`src/sbcp_pkg.sv`:
```
`timescale 1ns / 1ps

package sbcp_pkg;

   localparam int NAME_BYTES_DEF = 20;
   localparam int NAME_IDX_W = 5;
   localparam int JOBQ_DEPTH = 2;
   localparam int CSR_IDX_W = 2;

   // Action codes on the result channel.
   localparam logic [2:0] ACT_SEND    = 3'd0;
   localparam logic [2:0] ACT_LATCH   = 3'd1;
   localparam logic [2:0] ACT_COMMIT  = 3'd2;
   localparam logic [2:0] ACT_ERASE   = 3'd3;
   localparam logic [2:0] ACT_RUN     = 3'd4;
   localparam logic [2:0] ACT_RESTART = 3'd5;

   // Job kinds handed from the parser to the sequencer.
   localparam logic [2:0] JOB_ACK     = 3'd0;
   localparam logic [2:0] JOB_INFO    = 3'd1;
   localparam logic [2:0] JOB_RUN     = 3'd2;
   localparam logic [2:0] JOB_RESTART = 3'd3;
   localparam logic [2:0] JOB_ERASE   = 3'd4;
   localparam logic [2:0] JOB_COMMIT  = 3'd5;
   localparam logic [2:0] JOB_LATCH   = 3'd6;

   localparam logic [7:0] CH_START = 8'h5B;
   localparam logic [7:0] CH_SYNC  = 8'h53;
   localparam logic [7:0] CH_INFO  = 8'h49;
   localparam logic [7:0] CH_BOOT  = 8'h42;
   localparam logic [7:0] CH_RUN   = 8'h52;
   localparam logic [7:0] CH_WRITE = 8'h57;
   localparam logic [7:0] CH_ERASE = 8'h45;

   localparam logic [15:0] INFO_VERSION = 16'h0100;

   localparam logic [CSR_IDX_W-1:0] CSR_FLASH_SIZE = 2'd0;
   localparam logic [CSR_IDX_W-1:0] CSR_ROW_SIZE   = 2'd1;
   localparam logic [CSR_IDX_W-1:0] CSR_LOADER     = 2'd2;

   localparam logic [15:0] FLASH_SIZE_RST = 16'd4096;
   localparam logic [15:0] ROW_SIZE_RST   = 16'd32;
   localparam logic [15:0] LOADER_RST     = 16'd3584;

   typedef struct packed {
      logic [2:0]  kind;
      logic [7:0]  cmd;
      logic [15:0] addr;
      logic [15:0] word;
   } job_type;

   // Zero-padded device name text.
   function automatic logic [7:0] name_byte(input logic [NAME_IDX_W-1:0] idx);
      logic [7:0] b;
      unique case (idx)
         5'd0:    b = 8'h42;
         5'd1:    b = 8'h75;
         5'd2:    b = 8'h63;
         5'd3:    b = 8'h6B;
         5'd4:    b = 8'h43;
         5'd5:    b = 8'h6C;
         5'd6:    b = 8'h69;
         5'd7:    b = 8'h63;
         5'd8:    b = 8'h6B;
         default: b = 8'h00;
      endcase
      return b;
   endfunction

endpackage

```
`src/sbcp_front.sv`:
```
`timescale 1ns / 1ps

module sbcp_front import sbcp_pkg::*; (
   input  logic       clock,
   input  logic       reset,
   input  logic       byte_valid,
   input  logic [7:0] rx_byte,
   output logic       job_push,
   output job_type    job
);

   localparam logic [2:0] PH_HUNT  = 3'd0;
   localparam logic [2:0] PH_CMD   = 3'd1;
   localparam logic [2:0] PH_ADDR  = 3'd2;
   localparam logic [2:0] PH_COUNT = 3'd3;
   localparam logic [2:0] PH_DATA  = 3'd4;

   logic [2:0]  phase_ff, phase_in;
   logic        is_erase_ff, is_erase_in;
   logic [1:0]  fbs_ff, fbs_in;
   logic [15:0] addr_ff, addr_in;
   logic [15:0] words_ff, words_in;
   logic [7:0]  hold_ff, hold_in;
   logic [15:0] first_ff, first_in;
   logic        is_first_ff, is_first_in;
   logic [15:0] word_rx;

   assign word_rx = {rx_byte, hold_ff};

   always_comb begin
      phase_in    = phase_ff;
      is_erase_in = is_erase_ff;
      fbs_in      = fbs_ff;
      addr_in     = addr_ff;
      words_in    = words_ff;
      hold_in     = hold_ff;
      first_in    = first_ff;
      is_first_in = is_first_ff;
      job_push    = 1'b0;
      job.kind    = JOB_RESTART;
      job.cmd     = rx_byte;
      job.addr    = addr_ff;
      job.word    = first_ff;
      if (byte_valid) begin
         unique case (phase_ff)
            PH_CMD: begin
               phase_in    = PH_HUNT;
               is_erase_in = (rx_byte == CH_ERASE);
               job_push    = 1'b1;
               if (rx_byte == CH_SYNC || rx_byte == CH_BOOT) begin
                  job.kind = JOB_ACK;
               end else if (rx_byte == CH_INFO) begin
                  job.kind = JOB_INFO;
               end else if (rx_byte == CH_RUN) begin
                  job.kind = JOB_RUN;
               end else if (rx_byte == CH_ERASE || rx_byte == CH_WRITE) begin
                  job_push = 1'b0;
                  phase_in = PH_ADDR;
                  fbs_in   = 2'd0;
               end else begin
                  job.kind = JOB_RESTART;
               end
            end
            PH_ADDR: begin
               if (fbs_ff == 2'd0) begin
                  addr_in = {8'h00, rx_byte};
               end else if (fbs_ff == 2'd1) begin
                  addr_in = {rx_byte, addr_ff[7:0]};
               end
               fbs_in = fbs_ff + 2'd1;
               // The two bytes after the address are skipped.
               if (fbs_ff == 2'd3) begin
                  if (is_erase_ff) begin
                     job_push = 1'b1;
                     job.kind = JOB_ERASE;
                     phase_in = PH_HUNT;
                  end else begin
                     phase_in = PH_COUNT;
                  end
               end
            end
            PH_COUNT: begin
               if (fbs_ff == 2'd0) begin
                  hold_in = rx_byte;
                  fbs_in  = 2'd1;
               end else begin
                  fbs_in   = 2'd0;
                  words_in = word_rx;
                  if (word_rx == 16'd0) begin
                     // An empty write commits the first word of the last write that had any words.
                     job_push = 1'b1;
                     job.kind = JOB_COMMIT;
                     phase_in = PH_HUNT;
                  end else begin
                     is_first_in = 1'b1;
                     phase_in    = PH_DATA;
                  end
               end
            end
            PH_DATA: begin
               if (fbs_ff == 2'd0) begin
                  hold_in = rx_byte;
                  fbs_in  = 2'd1;
               end else begin
                  fbs_in   = 2'd0;
                  job_push = 1'b1;
                  job.word = word_rx;
                  if (is_first_ff) begin
                     first_in    = word_rx;
                     is_first_in = 1'b0;
                  end
                  if (words_ff > 16'd1) begin
                     job.kind = JOB_LATCH;
                     addr_in  = addr_ff + 16'd1;
                     words_in = words_ff - 16'd1;
                  end else begin
                     job.kind = JOB_COMMIT;
                     words_in = 16'd0;
                     phase_in = PH_HUNT;
                  end
               end
            end
            default: begin
               phase_in = (rx_byte == CH_START) ? PH_CMD : PH_HUNT;
            end
         endcase
      end
   end

   always_ff @(posedge clock) begin
      if (reset) begin
         phase_ff    <= PH_HUNT;
         is_erase_ff <= 1'b0;
         fbs_ff      <= 2'd0;
         addr_ff     <= 16'd0;
         words_ff    <= 16'd0;
         hold_ff     <= 8'd0;
         first_ff    <= 16'd0;
         is_first_ff <= 1'b1;
      end else begin
         phase_ff    <= phase_in;
         is_erase_ff <= is_erase_in;
         fbs_ff      <= fbs_in;
         addr_ff     <= addr_in;
         words_ff    <= words_in;
         hold_ff     <= hold_in;
         first_ff    <= first_in;
         is_first_ff <= is_first_in;
      end
   end

endmodule

```
`src/sbcp_jobq.sv`:
```
`timescale 1ns / 1ps

module sbcp_jobq import sbcp_pkg::*; (
   input  logic    clock,
   input  logic    reset,
   input  logic    push,
   input  job_type push_job,
   output logic    full,
   input  logic    pop,
   output logic    head_valid,
   output job_type head_job
);

   localparam int PTR_W = (JOBQ_DEPTH > 1) ? $clog2(JOBQ_DEPTH) : 1;
   localparam int CNT_W = $clog2(JOBQ_DEPTH + 1);
   localparam logic [PTR_W-1:0] PTR_LAST = PTR_W'(JOBQ_DEPTH - 1);

   job_type           slot_ff [JOBQ_DEPTH];
   logic [PTR_W-1:0]  wr_ff, wr_in;
   logic [PTR_W-1:0]  rd_ff, rd_in;
   logic [CNT_W-1:0]  cnt_ff, cnt_in;
   logic              do_push, do_pop;

   assign full       = (cnt_ff == CNT_W'(JOBQ_DEPTH));
   assign head_valid = (cnt_ff != '0);
   assign head_job   = slot_ff[rd_ff];
   assign do_push    = push && !full;
   assign do_pop     = pop && head_valid;

   always_comb begin
      wr_in  = wr_ff;
      rd_in  = rd_ff;
      cnt_in = cnt_ff;
      if (do_push) begin
         wr_in = (wr_ff == PTR_LAST) ? '0 : wr_ff + PTR_W'(1);
      end
      if (do_pop) begin
         rd_in = (rd_ff == PTR_LAST) ? '0 : rd_ff + PTR_W'(1);
      end
      if (do_push && !do_pop) begin
         cnt_in = cnt_ff + CNT_W'(1);
      end else if (do_pop && !do_push) begin
         cnt_in = cnt_ff - CNT_W'(1);
      end
   end

   always_ff @(posedge clock) begin
      if (reset) begin
         wr_ff  <= '0;
         rd_ff  <= '0;
         cnt_ff <= '0;
      end else begin
         wr_ff  <= wr_in;
         rd_ff  <= rd_in;
         cnt_ff <= cnt_in;
      end
   end

   always_ff @(posedge clock) begin
      if (do_push) begin
         slot_ff[wr_ff] <= push_job;
      end
   end

endmodule

```
`src/sbcp_back.sv`:
```
`timescale 1ns / 1ps

module sbcp_back import sbcp_pkg::*; #(
   parameter int NAME_BYTES = NAME_BYTES_DEF
) (
   input  logic                 clock,
   input  logic                 reset,
   input  logic                 csr_we,
   input  logic [CSR_IDX_W-1:0] csr_index,
   input  logic [15:0]          csr_data,
   input  logic                 job_valid,
   input  job_type              job,
   output logic                 job_pop,
   input  logic                 rsp_pop,
   output logic                 rsp_empty,
   output logic [2:0]           rsp_action,
   output logic [7:0]           rsp_tx_byte,
   output logic [15:0]          rsp_flash_addr,
   output logic [15:0]          rsp_flash_word,
   output logic                 rsp_last
);

   localparam int INFO_LEN = 24 + NAME_BYTES;
   localparam int STEP_W = $clog2(INFO_LEN);
   localparam logic [7:0] INFO_HDR = 8'(23 + NAME_BYTES);

   logic [15:0] flash_words_ff, row_size_ff, loader_ff;
   logic [STEP_W-1:0] step_ff, step_in;
   logic        out_valid_ff, out_valid_in;
   logic [2:0]  act_ff, act_c;
   logic [7:0]  tx_ff, tx_c;
   logic [15:0] addr_ff, addr_c;
   logic [15:0] word_ff, word_c;
   logic        last_ff, final_c;
   logic [7:0]  info_c;
   logic        adv;

   always_ff @(posedge clock) begin
      if (reset) begin
         flash_words_ff <= FLASH_SIZE_RST;
         row_size_ff    <= ROW_SIZE_RST;
         loader_ff      <= LOADER_RST;
      end else if (csr_we) begin
         unique case (csr_index)
            CSR_FLASH_SIZE: flash_words_ff <= csr_data;
            CSR_ROW_SIZE:   row_size_ff    <= csr_data;
            CSR_LOADER:     loader_ff      <= csr_data;
            default: ;
         endcase
      end
   end

   always_comb begin
      unique case (step_ff)
         STEP_W'(0):  info_c = INFO_HDR;
         STEP_W'(1):  info_c = 8'd1;
         STEP_W'(2):  info_c = 8'd1;
         STEP_W'(3):  info_c = 8'd0;
         STEP_W'(4):  info_c = 8'd8;
         STEP_W'(5):  info_c = flash_words_ff[7:0];
         STEP_W'(6):  info_c = flash_words_ff[15:8];
         STEP_W'(7):  info_c = 8'd0;
         STEP_W'(8):  info_c = 8'd0;
         STEP_W'(9):  info_c = 8'd3;
         STEP_W'(10): info_c = row_size_ff[7:0];
         STEP_W'(11): info_c = row_size_ff[15:8];
         STEP_W'(12): info_c = 8'd4;
         STEP_W'(13): info_c = row_size_ff[7:0];
         STEP_W'(14): info_c = row_size_ff[15:8];
         STEP_W'(15): info_c = 8'd5;
         STEP_W'(16): info_c = INFO_VERSION[7:0];
         STEP_W'(17): info_c = INFO_VERSION[15:8];
         STEP_W'(18): info_c = 8'd6;
         STEP_W'(19): info_c = loader_ff[7:0];
         STEP_W'(20): info_c = loader_ff[15:8];
         STEP_W'(21): info_c = 8'd0;
         STEP_W'(22): info_c = 8'd0;
         STEP_W'(23): info_c = 8'd7;
         default:     info_c = name_byte(NAME_IDX_W'(step_ff - STEP_W'(24)));
      endcase
   end

   always_comb begin
      act_c   = ACT_SEND;
      tx_c    = 8'd0;
      addr_c  = 16'd0;
      word_c  = 16'd0;
      final_c = 1'b1;
      unique case (job.kind)
         JOB_ACK: begin
            tx_c    = (step_ff == '0) ? CH_START : job.cmd;
            final_c = (step_ff == STEP_W'(1));
         end
         JOB_INFO: begin
            tx_c    = info_c;
            final_c = (step_ff == STEP_W'(INFO_LEN - 1));
         end
         JOB_RUN: begin
            act_c = ACT_RUN;
         end
         JOB_RESTART: begin
            act_c = ACT_RESTART;
         end
         JOB_ERASE, JOB_COMMIT: begin
            // The flash action comes first, then the two-byte acknowledge.
            final_c = (step_ff == STEP_W'(2));
            if (step_ff == '0) begin
               act_c  = (job.kind == JOB_ERASE) ? ACT_ERASE : ACT_COMMIT;
               addr_c = job.addr;
               word_c = (job.kind == JOB_ERASE) ? 16'd0 : job.word;
            end else if (step_ff == STEP_W'(1)) begin
               tx_c = CH_START;
            end else begin
               tx_c = (job.kind == JOB_ERASE) ? CH_ERASE : CH_WRITE;
            end
         end
         JOB_LATCH: begin
            act_c  = ACT_LATCH;
            addr_c = job.addr;
            word_c = job.word;
         end
         default: ;
      endcase
   end

   assign adv     = job_valid && (!out_valid_ff || rsp_pop);
   assign job_pop = adv && final_c;

   always_comb begin
      step_in      = step_ff;
      out_valid_in = out_valid_ff;
      if (adv) begin
         out_valid_in = 1'b1;
         step_in      = final_c ? '0 : step_ff + STEP_W'(1);
      end else if (rsp_pop) begin
         out_valid_in = 1'b0;
      end
   end

   always_ff @(posedge clock) begin
      if (reset) begin
         step_ff      <= '0;
         out_valid_ff <= 1'b0;
      end else begin
         step_ff      <= step_in;
         out_valid_ff <= out_valid_in;
      end
   end

   always_ff @(posedge clock) begin
      if (adv) begin
         act_ff  <= act_c;
         tx_ff   <= tx_c;
         addr_ff <= addr_c;
         word_ff <= word_c;
         last_ff <= final_c;
      end
   end

   assign rsp_empty      = !out_valid_ff;
   assign rsp_action     = act_ff;
   assign rsp_tx_byte    = tx_ff;
   assign rsp_flash_addr = addr_ff;
   assign rsp_flash_word = word_ff;
   assign rsp_last       = last_ff;

endmodule

```
`src/serial_bootloader_command_parser.sv`:
```
`timescale 1ns / 1ps
// The first result of a byte passes through the job queue slot and the result output register.
// Throughput: one byte per cycle while the two-entry job queue has room; the result
// sequencer emits one result per cycle while results are popped, and a job causes 1 to 3
// results, or 24 + NAME_BYTES for info.
// Reset is synchronous and active high: parser, queue and output go empty, registers to defaults.
module serial_bootloader_command_parser import sbcp_pkg::*; #(
   parameter int NAME_BYTES = NAME_BYTES_DEF
) (
   input  logic                 clock,
   input  logic                 reset,
   input  logic                 req_push,
   output logic                 req_full,
   input  logic [7:0]           req_rx_byte,
   output logic                 rsp_empty,
   input  logic                 rsp_pop,
   output logic [2:0]           rsp_action,
   output logic [7:0]           rsp_tx_byte,
   output logic [15:0]          rsp_flash_addr,
   output logic [15:0]          rsp_flash_word,
   output logic                 rsp_last,
   input  logic                 csr_valid,
   output logic                 csr_ready,
   input  logic [CSR_IDX_W-1:0] csr_index,
   input  logic [15:0]          csr_data
);

   logic    byte_take;
   logic    job_push;
   job_type job_new;
   logic    head_valid;
   job_type head_job;
   logic    job_pop;

   assign csr_ready = 1'b1;
   assign byte_take = req_push && !req_full;

   sbcp_front u_front (
      .clock      (clock),
      .reset      (reset),
      .byte_valid (byte_take),
      .rx_byte    (req_rx_byte),
      .job_push   (job_push),
      .job        (job_new)
   );

   sbcp_jobq u_jobq (
      .clock      (clock),
      .reset      (reset),
      .push       (job_push),
      .push_job   (job_new),
      .full       (req_full),
      .pop        (job_pop),
      .head_valid (head_valid),
      .head_job   (head_job)
   );

   sbcp_back #(
      .NAME_BYTES (NAME_BYTES)
   ) u_back (
      .clock          (clock),
      .reset          (reset),
      .csr_we         (csr_valid && csr_ready),
      .csr_index      (csr_index),
      .csr_data       (csr_data),
      .job_valid      (head_valid),
      .job            (head_job),
      .job_pop        (job_pop),
      .rsp_pop        (rsp_pop),
      .rsp_empty      (rsp_empty),
      .rsp_action     (rsp_action),
      .rsp_tx_byte    (rsp_tx_byte),
      .rsp_flash_addr (rsp_flash_addr),
      .rsp_flash_word (rsp_flash_word),
      .rsp_last       (rsp_last)
   );

endmodule

```
`config.mk`:
```
export PLATFORM = sky130hd
export DESIGN_NAME = serial_bootloader_command_parser
export DESIGN_NICKNAME = d
export VERILOG_FILES = /design/src/sbcp_pkg.sv /design/src/sbcp_front.sv /design/src/sbcp_jobq.sv /design/src/sbcp_back.sv /design/src/serial_bootloader_command_parser.sv
export SDC_FILE = /design/constraint.sdc
export NUM_CORES = 1
export LEC_CHECK = 0
export BUFFER_PORTS_ARGS = -buffer_cell sky130_fd_sc_hd__clkbuf_2
export CORE_UTILIZATION = 65
export CTS_CLUSTER_DIAMETER = 40
export DETAILED_ROUTE_END_ITERATION = 10
export PLACE_DENSITY_LB_ADDON = 0.1
export RECOVER_POWER = 25
export SLEW_MARGIN = 20
export SYNTH_ARGS = -nofsm -noshare
export SYNTH_HDL_FRONTEND = slang
export SYNTH_SLANG_ARGS = --single-unit
```
`constraint.sdc`:
```
create_clock -name clock -period 10.95 [get_ports clock]
set_input_delay 1.095 -clock clock [delete_from_list [all_inputs] [get_ports clock]]
set_output_delay 1.095 -clock clock [all_outputs]
set_load 0.01 [all_outputs]
```
# Yosys cells after proc, flatten, opt, wreduce, memory -nomap -nowiden
# Memory sizes are Yosys's and may differ from the RTL's. A register that Yosys moved wholly into a read port is not among the register bits.
# Index checks and enable logic that the tools add are counted.
dict set report word_totals {
  reg_bits 166
  in_bits 31
  n_memories 2
  ramBits 86
  elab_cells 219
  mem_bits_ro 112
}
# name depth width rd rd_ports_with_merged_regs write_ports line_no
set memory_table {}
lappend memory_table {{(no name shown)} 16 7 1 0 0 sbcp_pkg.sv:55} ;# unique case (idx)
lappend memory_table {u_jobq.slot_ff 2 43 1 1 1 sbcp_jobq.sv:18} ;# job_type slot_ff [JOBQ_DEPTH];
dict set report classes {
  bitwise_logic 1
  n_addsub 9
  magnitude_cmp 1
  reduce_logical 43
  mux 83
  n_eq_ne 58
}
# operator count
set op_table {}
lappend op_table {{$mux W16} 13}
lappend op_table {{$pmux W16 S2} 4}
lappend op_table {{$pmux W8 S15} 1}
lappend op_table {{$eq A8 B7 Y1 const B} 7}
lappend op_table {{$mux W3} 17}
lappend op_table {{$eq A6 B4 Y1 const B} 8}
lappend op_table {{$eq A6 B5 Y1 const B} 8}
lappend op_table {{$pmux W3 S4} 3}
lappend op_table {{$mux W8} 4}
lappend op_table {{$mux W1} 25}
lappend op_table {{$eq A6 B3 Y1 const B} 4}
lappend op_table {{$pmux W8 S3} 1}
lappend op_table {{$reduce_and A5 Y1} 4}
lappend op_table {{$mux W2} 9}
lappend op_table {{$add A16 B1 Y16 const B} 1}
lappend op_table {{$gt A16 B1 Y1 const B} 1}
lappend op_table {{$logic_not A16 Y1} 1}
lappend op_table {{$sub A16 B1 Y16 const B} 1}
lappend op_table {{$ne A2 B2 Y1 const B} 7}
lappend op_table {{$eq A3 B2 Y1 const B} 4}
lappend op_table {{$eq A3 B3 Y1 const B} 4}
lappend op_table {{$eq A6 B2 Y1 const B} 2}
lappend op_table {{$reduce_bool A2 Y1} 5}
lappend op_table {{$ne A2 B1 Y1 const B} 4}
lappend op_table {{32 further kinds} 57}

# Logic depth before layout (Yosys ltp)
# Gate-level depths: netlist of run 1.
dict set report depth {
  word_depth 13
  ltp_mapped 11
  depth_no_buf 10
}

# Cells and area by module
# Synthesis of run 1 repeated with hierarchy kept, for this count alone.
dict set report unflattened {
  cells_unflattened 1177
  hier_area_um2 12116.6
}
# module cells_each seq_area_each_um2 instances area_each_um2
set by_module_without_submodules {}
lappend by_module_without_submodules {sbcp_back 501 2422.3 1 4779.6}
lappend by_module_without_submodules {sbcp_front 514 1261.2 1 3992.6}
lappend by_module_without_submodules {sbcp_jobq 159 2682.6 1 3319.4}
lappend by_module_without_submodules {serial_bootloader_command_parser 3 0.0 1 25.0}

# Least setup slack after synthesis of run 1
# Ideal clock, no wire load.
dict set report synth_path {
  kind {input-to-reg}
  from {input port req_rx_byte[2]}
  to {memory u_jobq.slot_ff[1][0] in the netlist's numbering, enable pin}
  slack_ps 6210
  required_ps 10500
  n_path_buf 1
  stages 6
  setup_time_ps 450
  arrival_time_ps 4290
  path_cell_list {clkbuf_1 -> nor4_1 -> nand4_1 -> nor4_1 -> nor3_1 -> nor2b_1}
}
dict set report synth_via {
  elab_chain_cells 11
  elab_cells_between_ends 20
  classes_between {6 x eq/ne; 10 x mux; 4 x reduce/logical}
}
# item line_no
set synth_rtl {}
lappend synth_rtl {{start, declared} serial_bootloader_command_parser.sv:14} ;# input logic [7:0] req_rx_byte,
lappend synth_rtl {{$eq A8 B7 Y1} sbcp_front.sv:56} ;# end else if (rx_byte == CH_ERASE || rx_byte == CH_WRITE) begin
lappend synth_rtl {{$logic_or A1 B1 Y1} sbcp_front.sv:56}
lappend synth_rtl {{$mux W1} sbcp_front.sv:56}
lappend synth_rtl {{$mux W1} sbcp_front.sv:54} ;# end else if (rx_byte == CH_RUN) begin
lappend synth_rtl {{$mux W1} sbcp_front.sv:52} ;# end else if (rx_byte == CH_INFO) begin
lappend synth_rtl {{$mux W1} sbcp_front.sv:50} ;# if (rx_byte == CH_SYNC || rx_byte == CH_BOOT) begin
lappend synth_rtl {{$pmux W1 S4 *} sbcp_front.sv:45} ;# unique case (phase_ff)
lappend synth_rtl {{$mux W1 *} sbcp_front.sv:44} ;# if (byte_valid) begin
lappend synth_rtl {{$logic_and A1 B1 Y1 *} sbcp_jobq.sv:27} ;# assign do_push = push && !full;
lappend synth_rtl {{$mux W1 *} sbcp_jobq.sv:60} ;# if (do_push) begin
lappend synth_rtl {{$mux W1 (not written as such) *} sbcp_jobq.sv:61} ;# slot_ff[wr_ff] <= push_job;
lappend synth_rtl {{end, declared} sbcp_jobq.sv:18}
# Every way passes the cells marked *; elsewhere a longest branch is shown, timed or not.

==> reports/qor.yml, run 1 <==
critical_path:
  critPathCaptureType: "register"
  cp_max_fo: 101
  slowest_stage: "clkbuf_1"
  critPathLaunchType: "input port"
  required_ps: 11310
  slowest_delay_ps: 3290
  crit_chain: "buf_2, clkbuf_1, inv_2, nand2_1, nor2_1"
  critical_path_class: "in2reg"
  cp.arrival_ps: 6580
pwr:
  vdd_drop_max_mv: 0.159
  static-leakage-power_nw: 4.72
  powerDensity_mw_per_mm2: 203
global_routing:
  grt_use_total_pct: 31.5
  grt_max_degree: 102
  antenna_found_initial: 0
  grt-ovfl-total: 0
  grt_pass1_wl_mm: 44.7
  grt_pass1_vias: 8487
detailed_routing:
  dr.pass1.iters: 5
  drt-total-wl_mm: 28.1
  routed_via_density: 6.28
  ant_nets: 0
  wire_per_inst_um: 19.3
  vias: 9155
  first_iter_violations: 1232
  remaining_drc_errors: 0
clock_network:
  cts_max_level: 2
  cts-root-buf: "clkbuf_16"
  holdBufCountCts: 0
  cts_buffer_depth: 3
  cts_tree: "yes"
  clkSinkCount: 253
  clk-insertion-delay-late_ps: 500
  cts_resized: 0
  cts_buffers: 35
  cts_setup_buffers: 0
  clk_pin_slew_worst_paths_ps: 50
synthesis:
  yosys_register_bits: 253
  yosys-top-cells-area: "edfxtp_1, dfxtp_1, nand2_1"
  synth_largest_area_cell: "edfxtp_1"
  syn_inst: 1155
  synthFlopType: "edfxtp_1"
  async_reset_ff_share_pct: 0
  synth_edf_count: 130
  syn-num-nets: 1200
  synth_cell_types: 76
  yosysTopAreaCellShare_pct: 33.9
  avgSynthCellArea_um2: 9.97
  ys_seq_area_share_pct: 55.3
  syn_area_mm2: 0.0115
  yosysWarnings: 0
floorplan:
  start_util_pct: 66.6
  ioPinCount: 78
  dieArea_mm2: 0.0183
  placementRows: 48
  die_w_um: 135
  core_mm2: 0.0173
  fp.dieH_um: 135
run_status:
  violations: "max-capacitance violations, max-slew violations"
  outcome: "finished, violations left"
cells_and_area:
  nFillCells: 1197
  finalNetCount: 1252
  final-seq-area_mm2: 0.00637
  syn2layout_area_growth_pct: 14.5
  final_util_pct: 76.3
  layout-drive-gt1-share_pct: 14.5
  multiInputGateArea_mm2: 0.00480
  num_antenna_cells: 0
worst_hold_path:
  hp-class: "reg2reg"
sta:
  hold_violations: 0
  finalSetupViolCount: 0
  drv_slew: 153
  worst_slew_pin_slew_ps: 4700
  skew_ps: 17.6
  finalSetupTns_ps: 0
  rsz0062_at_grt: "false"
  fmax_ghz: 0.161
  period_share_pct: 56.8
  layout_min_cycle_time_ps: 6220
  relSlewSlack_pct: -214
flow_run:
  maxCapViolations: 2
placed_design:
  port_buffers: 76
  dp_hpwl_mm: 17.5
  routabilityCongestion: 0.886
==> worst max-delay path: cells and delay by family <==
kind / cells / cell delay, ps
buffers and inverters: 3 / 4730
and+or+nand+nor: 2 / 750
==> final timing paths <==
| path | start | end | slack [ps] | depth (start not counted) |
|---|---|---|---|---|
| worst min-delay path | u_front.first_ff[8]$_SDFFE_PP0P_ | u_front.first_ff[8]$_SDFFE_PP0P_ | 450 | 2 |
| worst max register to register | u_back.out_valid_ff$_SDFFE_PP0P_ | u_jobq.cnt_ff[1]$_SDFFE_PP0P_ | 6320 | 8 |
| worst max-delay path | reset | u_back.step_ff[1]$_SDFFE_PP0P_ | 4730 | 5 |
| worst min register to register | u_front.first_ff[8]$_SDFFE_PP0P_ | u_front.first_ff[8]$_SDFFE_PP0P_ | 450 | 2 |
==> power breakdown <==
| part | leakage [nW] | switching, W | internal [W] | total [W] |
|---|---|---|---|---|
| clock network | 0.569 | 0.000413 | 0.000723 | 0.00114 |
| logic | 1.91 | 0.000270 | 0.000135 | 0.000405 |
| registers | 2.25 | 0.0000325 | 0.00111 | 0.00114 |
| total | 4.72 | 0.000716 | 0.00197 | 0.00268 |
==> logic make-up after synthesis <==
kind of cell,count (synthesis),synth area share (%)
AO/OA/AOI/OAI,256,14.0
XOR/XNOR,13,0.989
adder cells (fa/ha/maj),14,1.52
buffers and inverters,94,3.25
flip-flops,253,55.3
multiplexers,72,6.48
other,1,0.0326
AND/OR/NAND/NOR,452,18.5
==> cell usage in the layout, fill, tap and decap left out, types with 19 or more instances in the layout <==
master,instances
a21oi_1,101
edfxtp_1,130
nor3_1,19
nand3_1,47
dfxtp_1,122
a22oi_1,22
clkbuf_2,67
nor2_1,102
mux2i_1,52
nand2_1,181
mux2_2,20
o21ai_0,52
clkbuf_16,37
==> synth_stat cells, types with 9 or more instances <==
library cell  count
nand2_1         181
nor2_1          103
nand4_1           9
ha_1             14
a22oi_1          22
edfxtp_1        130
buf_1            12
nor4_1           12
o21ai_0          52
buf_2            11
mux2_2           20
a211oi_1         12
inv_1            17
nand3_1          47
dfxtp_1         123
a21oi_1         101
nor3_1           19
a31oi_1          10
nor2b_1          13
mux2i_1          52
nand2b_1         11
clkbuf_1         51
==> flip-flops by register name, indices dropped and copies added (netlist names), 8 cells and up, named ones only <==
register	cells
u_front.hold_ff	8
u_back.flash_words_ff	16
u_back.loader_ff	16
u_front.first_ff	16
u_back.rsp_tx_byte	8
u_front.addr_ff	16
u_jobq.slot_ff	86
u_back.rsp_flash_word	16
u_front.words_ff	16
u_back.rsp_flash_addr	16
u_back.row_size_ff	16
==> through the flow <==
| stage | power, W | std cells | cell area [um^2] | hold slack [ps] | setup slack, ps |
|---|---|---|---|---|---|
| 5_1_grt | 0.00278 | 1458 | 13200 | 465 | 4300 |
| 3_3_place_gp | 0.00153 | 1395 | 12000 | 439 | 7360 |
| 2_1_floorplan | 0.00142 | 1155 | 11500 | 434 | 6210 |
| 4_1_cts | 0.00269 | 1458 | 13200 | 454 | 7420 |
| 3_5_place_dp | 0.00155 | 1395 | 12000 | 446 | 7240 |
| 6_report | 0.00268 | 1458 | 13200 | 453 | 4730 |
==> layout make-up <==
type                            instances  area share [%]
Sequential cell                       253            48.3
Multi-Input combinational cell        808            36.4
Clock buffer                           43            7.27
Timing Repair Buffer                   91            3.60
Tap cell                              225            2.13
Clock inverter                         20            1.78
Inverter                               18           0.512
==> per-layer routing <==
metal	global-route usage, %	share of wire (%)	up-vias	wire length [um]
li1	-	-	4327	-
met1	44.8	43	4306	12100
met2	48.5	46	463	12900
met3	5.97	8.5	59	2390
met4	10.6	2.5	0	693
met5	0	0	-	0
No activity file was read; power rests on OpenSTA's default activity.
==> run 2, diff against run 1 <==
- ABC_AREA: unset -> 1
- CORE_UTILIZATION: 65 -> 61
- clock period: 10.95 -> 6.15 ns (I/O delays scaled with it)
==> reports/qor.yml, run 2 <==
sta:
  relSlewSlack_pct: -83.2  # was -214%
  finalSetupTns_ps: 0  # unchanged
  fmax_ghz: 0.260
  rsz0062_at_grt: "false"  # unchanged
  period_share_pct: 62.4
  skew_ps: 11.5  # was 17.6 ps
  worst_slew_pin_slew_ps: 2750  # was 4700 ps
  layout_min_cycle_time_ps: 3840
  drv_slew: 52  # was 153
  finalSetupViolCount: 0  # unchanged
  hold_violations: 0  # unchanged
run_status:
  violations: "max-capacitance violations, max-slew violations"  # unchanged
  outcome: "finished, violations left"  # unchanged
synthesis:
  avgSynthCellArea_um2: 8.27  # was 9.97 um^2
  yosysTopAreaCellShare_pct: 33.0  # was 33.9%
  async_reset_ff_share_pct: 0  # unchanged
  synth_edf_count: 130  # unchanged
  synth_cell_types: 43  # was 76
  ys_seq_area_share_pct: 53.7  # was 55.3%
  syn-num-nets: 1477  # was 1200
  syn_area_mm2: 0.0118  # was 0.0115 mm^2
  synthFlopType: "edfxtp_1"  # unchanged
  synth_largest_area_cell: "edfxtp_1"  # unchanged
  syn_inst: 1432  # was 1155
  ys_top_cells_by_count: "nand2_1, nor2_1, edfxtp_1, dfxtp_1, o21ai_0"  # was nand2_1, edfxtp_1, dfxtp_1, nor2_1, a21oi_1
  yosysWarnings: 0  # unchanged
  yosys-top-cells-area: "edfxtp_1, dfxtp_1, nand2_1"  # unchanged
  yosys_register_bits: 253  # unchanged
critical_path:
  critical_path_class: "reg2reg"  # was in2reg
  critPathLaunchType: "register"  # was input port
  slowest_stage: "clkbuf_1"  # unchanged
  cp_max_fo: 51  # was 101
  crit_family: "buffers and inverters"  # unchanged
  crit_chain: "inv_1, a21oi_4, clkbuf_1, nand2_2, ha_1, a21oi_1, o21ai_0, o21ai_0, a21oi_1"  # was buf_2, clkbuf_1, inv_2, nand2_1, nor2_1
  required_ps: 6530  # was 11310 ps
  slowest_delay_ps: 1940  # was 3290 ps
  cp.arrival_ps: 4220  # was 6580 ps
  crit_buf_inv: 2  # was 3
  critPathCaptureType: "register"  # unchanged
pwr:
  static-leakage-power_nw: 5.53  # was 4.72 nW
  powerDensity_mw_per_mm2: 361  # was 203 mW/mm^2
  vdd_drop_max_mv: 0.308  # was 0.159 mV
detailed_routing:
  routed_via_density: 5.54  # was 6.28
  dr.pass1.iters: 6  # was 5
  wire_per_inst_um: 15.8  # was 19.3 um
  first_iter_violations: 968  # was 1232
  drt-total-wl_mm: 28.1  # about the same
  vias: 9882  # was 9155
  ant_nets: 0  # unchanged
  remaining_drc_errors: 0  # unchanged
clock_network:
  clk-insertion-delay-late_ps: 510  # was 500 ps
  clkSinkCount: 253  # unchanged
  holdBufCountCts: 0  # unchanged
  clk_pin_slew_worst_paths_ps: 60  # was 50 ps
  cts_buffer_depth: 3  # unchanged
  cts_tree: "yes"  # unchanged
  cts_buffers: 34  # was 35
  cts_resized: 0  # unchanged
  cts_max_level: 2  # unchanged
  cts-root-buf: "clkbuf_16"  # unchanged
  cts_setup_buffers: 0  # unchanged
global_routing:
  grt-ovfl-total: 0  # unchanged
  grt_max_degree: 98  # was 102
  antenna_found_initial: 0  # unchanged
  grt_pass1_vias: 8843  # was 8487
  grt_pass1_wl_mm: 45.2  # was 44.7 mm
  grt_use_total_pct: 28.7  # was 31.5%
cells_and_area:
  num_antenna_cells: 0  # unchanged
  nFillCells: 1500  # was 1197
  top_register: "u_jobq.slot_ff"  # unchanged
  final_cell_mix: "nor2_1, nand2_1, edfxtp_1"  # was nand2_1, edfxtp_1, dfxtp_1
  fin_area_mm2: 0.0135  # was 0.0132 mm^2
  finalNetCount: 1543  # was 1252
  final-seq-area_mm2: 0.00637  # about the same
  multiInputGateArea_mm2: 0.00484  # was 0.00480 mm^2
  layout-drive-gt1-share_pct: 12.7  # was 14.5%
  syn2layout_area_growth_pct: 14.0  # was 14.5%
  largest_reg_flops: 86  # unchanged
  final_util_pct: 71.5  # was 76.3%
placed_design:
  placed_cell_area_mm2: 0.0124  # was 0.0120 mm^2
  dp_hpwl_mm: 18.7  # was 17.5 mm
  port_buffers: 76  # unchanged
  routabilityCongestion: 0.900  # was 0.886
floorplan:
  placementRows: 50  # was 48
  die_w_um: 141  # was 135 um
  ioPinCount: 78  # unchanged
  dieArea_mm2: 0.0200  # was 0.0183 mm^2
  fp.dieH_um: 141  # was 135 um
  core_mm2: 0.0189  # was 0.0173 mm^2
  start_util_pct: 62.7  # was 66.6%
worst_hold_path:
  hp-class: "in2reg"  # was reg2reg
flow_run:
  maxCapViolations: 1  # was 2
run 2: where the power goes:
part	switching, W	internal [W]	leakage (nW)
Sequential	0.0000755	0.00197	2.18
Combinational	0.000632	0.000253	2.79
Clock	0.000728	0.00122	0.560
Total	0.00144	0.00344	5.53
run 2: metal layers:
layer	track usage (%)	up-vias	share of wire [%]	wire (um)
li1	-	4892	-	-
met1	41.9	4569	46	12800
met2	44.6	380	45	12700
met3	5.20	41	8.0	2240
met4	6.75	0	1.4	406
met5	0	-	0	0
run 2: cells by family (layout without fill, tap and decap cells):
| kind of cell | after synthesis | count (layout) | share of synthesized area (%) |
|---|---|---|---|
| buffers and inverters | 166 | 258 | 5.64 |
| xor gates and xnor gates | 11 | 11 | 0.813 |
| DFF | 253 | 253 | 53.7 |
| AOI/OAI and AO/OA | 235 | 235 | 10.5 |
| adders and majority gates | 14 | 14 | 1.48 |
| and+or+nand+nor | 752 | 752 | 27.8 |
| other | 1 | 1 | 0.0317 |
run 2: per-stage QoR:
stage	setup WS (ps)	hold slack, ps	cells	power, W
after floorplan	2360	425	1432	0.00270
after global placement	3090	435	1722	0.00293
after detailed placement	3000	439	1722	0.00295
after CTS	2960	338	1784	0.00489
after global routing	1940	366	1784	0.00509
final	2310	353	1784	0.00488
run 2: layout make-up:
cell class	count	share of cell area, %
Sequential cell	253	47.1
Inverter	113	3.14
Clock inverter	19	1.55
Tap cell	260	2.41
Timing Repair Buffer	83	2.97
Clock buffer	43	6.93
Multi-Input combinational cell	1013	35.9
run 2: path summary, 6_finish.rpt:
path | depth (start not counted) | end | start | slack, ps
setup / recovery | 9 | u_jobq.cnt_ff[1]$_SDFFE_PP0P_ | u_jobq.cnt_ff[0]$_SDFFE_PP0P_ | 2310
hold / removal | 3 | u_back.loader_ff[9]$_SDFFE_PP1P_ | csr_data[9] | 350
setup reg to reg | 9 | u_jobq.cnt_ff[1]$_SDFFE_PP0P_ | u_jobq.cnt_ff[0]$_SDFFE_PP0P_ | 2310
hold reg to reg | 2 | u_front.first_ff[4]$_SDFFE_PP0P_ | u_front.first_ff[4]$_SDFFE_PP0P_ | 450
run 2: worst register-to-register path: cells and delay by family (launching register included):
family          cells  cell delay (ps)
fa+ha+maj           1              440
flops               1              370
compound gates      5              590
simple gates        1              250
buf+inv             2             2070
==> run 3, diff against run 2 <==
- clock period: 6.15 -> 3.58 ns (I/O delays scaled with it)
==> reports/qor.yml, run 3 (synthesis gave the netlist of run 2 again) <==
run_status:
  outcome: "finished, violations left"  # unchanged
  violations: "max-capacitance violations, max-slew violations"  # unchanged
detailed_routing:
  drt-total-wl_mm: 28.1  # about the same
  ant_nets: 0  # unchanged
  remaining_drc_errors: 0  # unchanged
  wire_per_inst_um: 15.7  # was 15.8 um
  routed_via_density: 5.51  # was 5.54
  vias: 9866  # was 9882
  dr.pass1.iters: 6  # unchanged
  first_iter_violations: 958  # was 968
clock_network:
  holdBufCountCts: 0  # unchanged
  cts_tree: "yes"  # unchanged
  cts_resized: 0  # unchanged
  cts_buffers: 35  # was 34
  cts_max_level: 2  # unchanged
  clk-insertion-delay-late_ps: 510  # about the same
  clkSinkCount: 253  # unchanged
  cts_setup_buffers: 0  # unchanged
  clk_pin_slew_worst_paths_ps: 60  # about the same
  cts_buffer_depth: 3  # unchanged
  cts-root-buf: "clkbuf_16"  # unchanged
pwr:
  clock_power_share_pct: 40.9  # was 39.9%
  comb_power_share_pct: 17.8  # was 18.1%
  p_switching_w: 0.00253  # was 0.00144 W
  switching_share_pct: 29.7  # was 29.4%
  powerDensity_mw_per_mm2: 626  # was 361 mW/mm^2
  static-leakage-power_nw: 5.56  # was 5.53 nW
  p_seq_share_pct: 41.3  # was 41.9%
  vdd_drop_max_mv: 0.396  # was 0.308 mV
  cellInternalPower_w: 0.00598  # was 0.00344 W
sta:
  skew_ps: 17.4  # was 11.5 ps
  fin_ws_ps: 760  # was 2310 ps
  relSlewSlack_pct: -23.0  # was -83.2%
  whs_ps: 75.5  # was 353 ps
  finalSetupViolCount: 0  # unchanged
  finalSetupTns_ps: 0  # unchanged
  hold_violations: 0  # unchanged
  period_share_pct: 78.8  # was 62.4%
  fmax_ghz: 0.355  # was 0.260 GHz
  worst_slew_pin_slew_ps: 1850  # was 2750 ps
  drv_slew: 47  # was 52
  rsz0062_at_grt: "false"  # unchanged
  layout_min_cycle_time_ps: 2820  # was 3840 ps
global_routing:
  grt_pass1_vias: 8788  # was 8843
  antenna_found_initial: 0  # unchanged
  grt_use_total_pct: 28.3  # was 28.7%
  grt_max_degree: 52  # was 98
  grt-ovfl-total: 0  # unchanged
  grt_pass1_wl_mm: 44.6  # was 45.2 mm
cells_and_area:
  nFillCells: 1487  # was 1500
  finalNetCount: 1549  # was 1543
  syn2layout_area_growth_pct: 14.7  # was 14.0%
  num_antenna_cells: 0  # unchanged
  layout-drive-gt1-share_pct: 13.3  # was 12.7%
  largest_reg_flops: 86  # unchanged
  final_cell_mix: "nor2_1, nand2_1, edfxtp_1"  # unchanged
  top_register: "u_jobq.slot_ff"  # unchanged
placed_design:
  routabilityCongestion: 0.922  # was 0.900
  dp_hpwl_mm: 18.8  # was 18.7 mm
  port_buffers: 76  # unchanged
  pre_cts_ws_ps: 822  # was 3000 ps
floorplan:
  core_mm2: 0.0189  # unchanged
  die_w_um: 141  # unchanged
  placementRows: 50  # unchanged
  fp.dieH_um: 141  # unchanged
  ioPinCount: 78  # unchanged
  start_util_pct: 62.7  # unchanged
  dieArea_mm2: 0.0200  # unchanged
critical_path:
  critical_path_class: "reg2reg"  # unchanged
  required_ps: 3970  # was 6530 ps
  cp_max_fo: 14  # was 51
  critPathLaunchType: "register"  # unchanged
  critPathCaptureType: "register"  # unchanged
  cp.arrival_ps: 3210  # was 4220 ps
worst_hold_path:
  hp-class: "in2reg"  # unchanged
flow_run:
  maxCapViolations: 1  # unchanged
[run 3: routing by layer]
layer	part of all wire (%)	GRT usage, %	up-vias
met5	0	0	-
met4	1.4	6.58	0
met3	7.0	5.03	41
met2	45	43.7	337
met1	47	41.7	4565
li1	-	-	4923
[run 3: final timing paths]
kind / cells past startpoint / endpoint / start / slack (ps)
worst max register to register: 12 / u_jobq.cnt_ff[1]$_SDFFE_PP0P_ / register / 760
worst min-delay path: 3 / u_back.loader_ff[10]$_SDFFE_PP1P_ / csr_data[10] / 80
worst min register to register: 2 / u_back.loader_ff[15]$_SDFFE_PP0P_ / u_back.loader_ff[15]$_SDFFE_PP0P_ / 450
worst max-delay path: 12 / u_jobq.cnt_ff[1]$_SDFFE_PP0P_ / register / 760
[run 3: critical path, cell delays in order, from the launching register on]
cell     delay, ps
dfxtp_1        650
inv_2          230
nand2_1        130
nand2_2        130
nor3_4         400
nand2_1        130
nand3_2        160
nand2_2        110
ha_1           340
a21oi_1        110
o21ai_0        110
o21ai_0        150
a21oi_1         70
[run 3: area by class of cell]
class / instances / area (um^2) / area share, %
clock buffers: 43 / 958 / 7.05
clock inverters: 21 / 240 / 1.77
inverters: 113 / 424 / 3.12
multi-input cells: 1013 / 4840 / 35.6
flip-flops and latches: 253 / 6370 / 46.8
well taps: 260 / 325 / 2.39
repair buffers: 88 / 433 / 3.19
[run 3: power groups by stage]
stage          Clock [W]  Combinational [W]  Sequential (W)
5_1_grt          0.00364            0.00168         0.00354
3_3_place_gp           0            0.00148         0.00356
6_report         0.00348            0.00152         0.00351
3_5_place_dp           0            0.00150         0.00357
2_1_floorplan          0            0.00106         0.00357
4_1_cts          0.00351            0.00152         0.00351
[run 3: stage by stage]
stage	utilization, %	instances	instance area, um^2	power [W]
2_1_floorplan	-	1432	11900	0.00463
3_3_place_gp	65.8	1727	12400	0.00504
3_5_place_dp	65.8	1727	12400	0.00507
4_1_cts	72.1	1791	13600	0.00854
5_1_grt	71.9	1791	13600	0.00886
6_report	71.9	1791	13600	0.00851
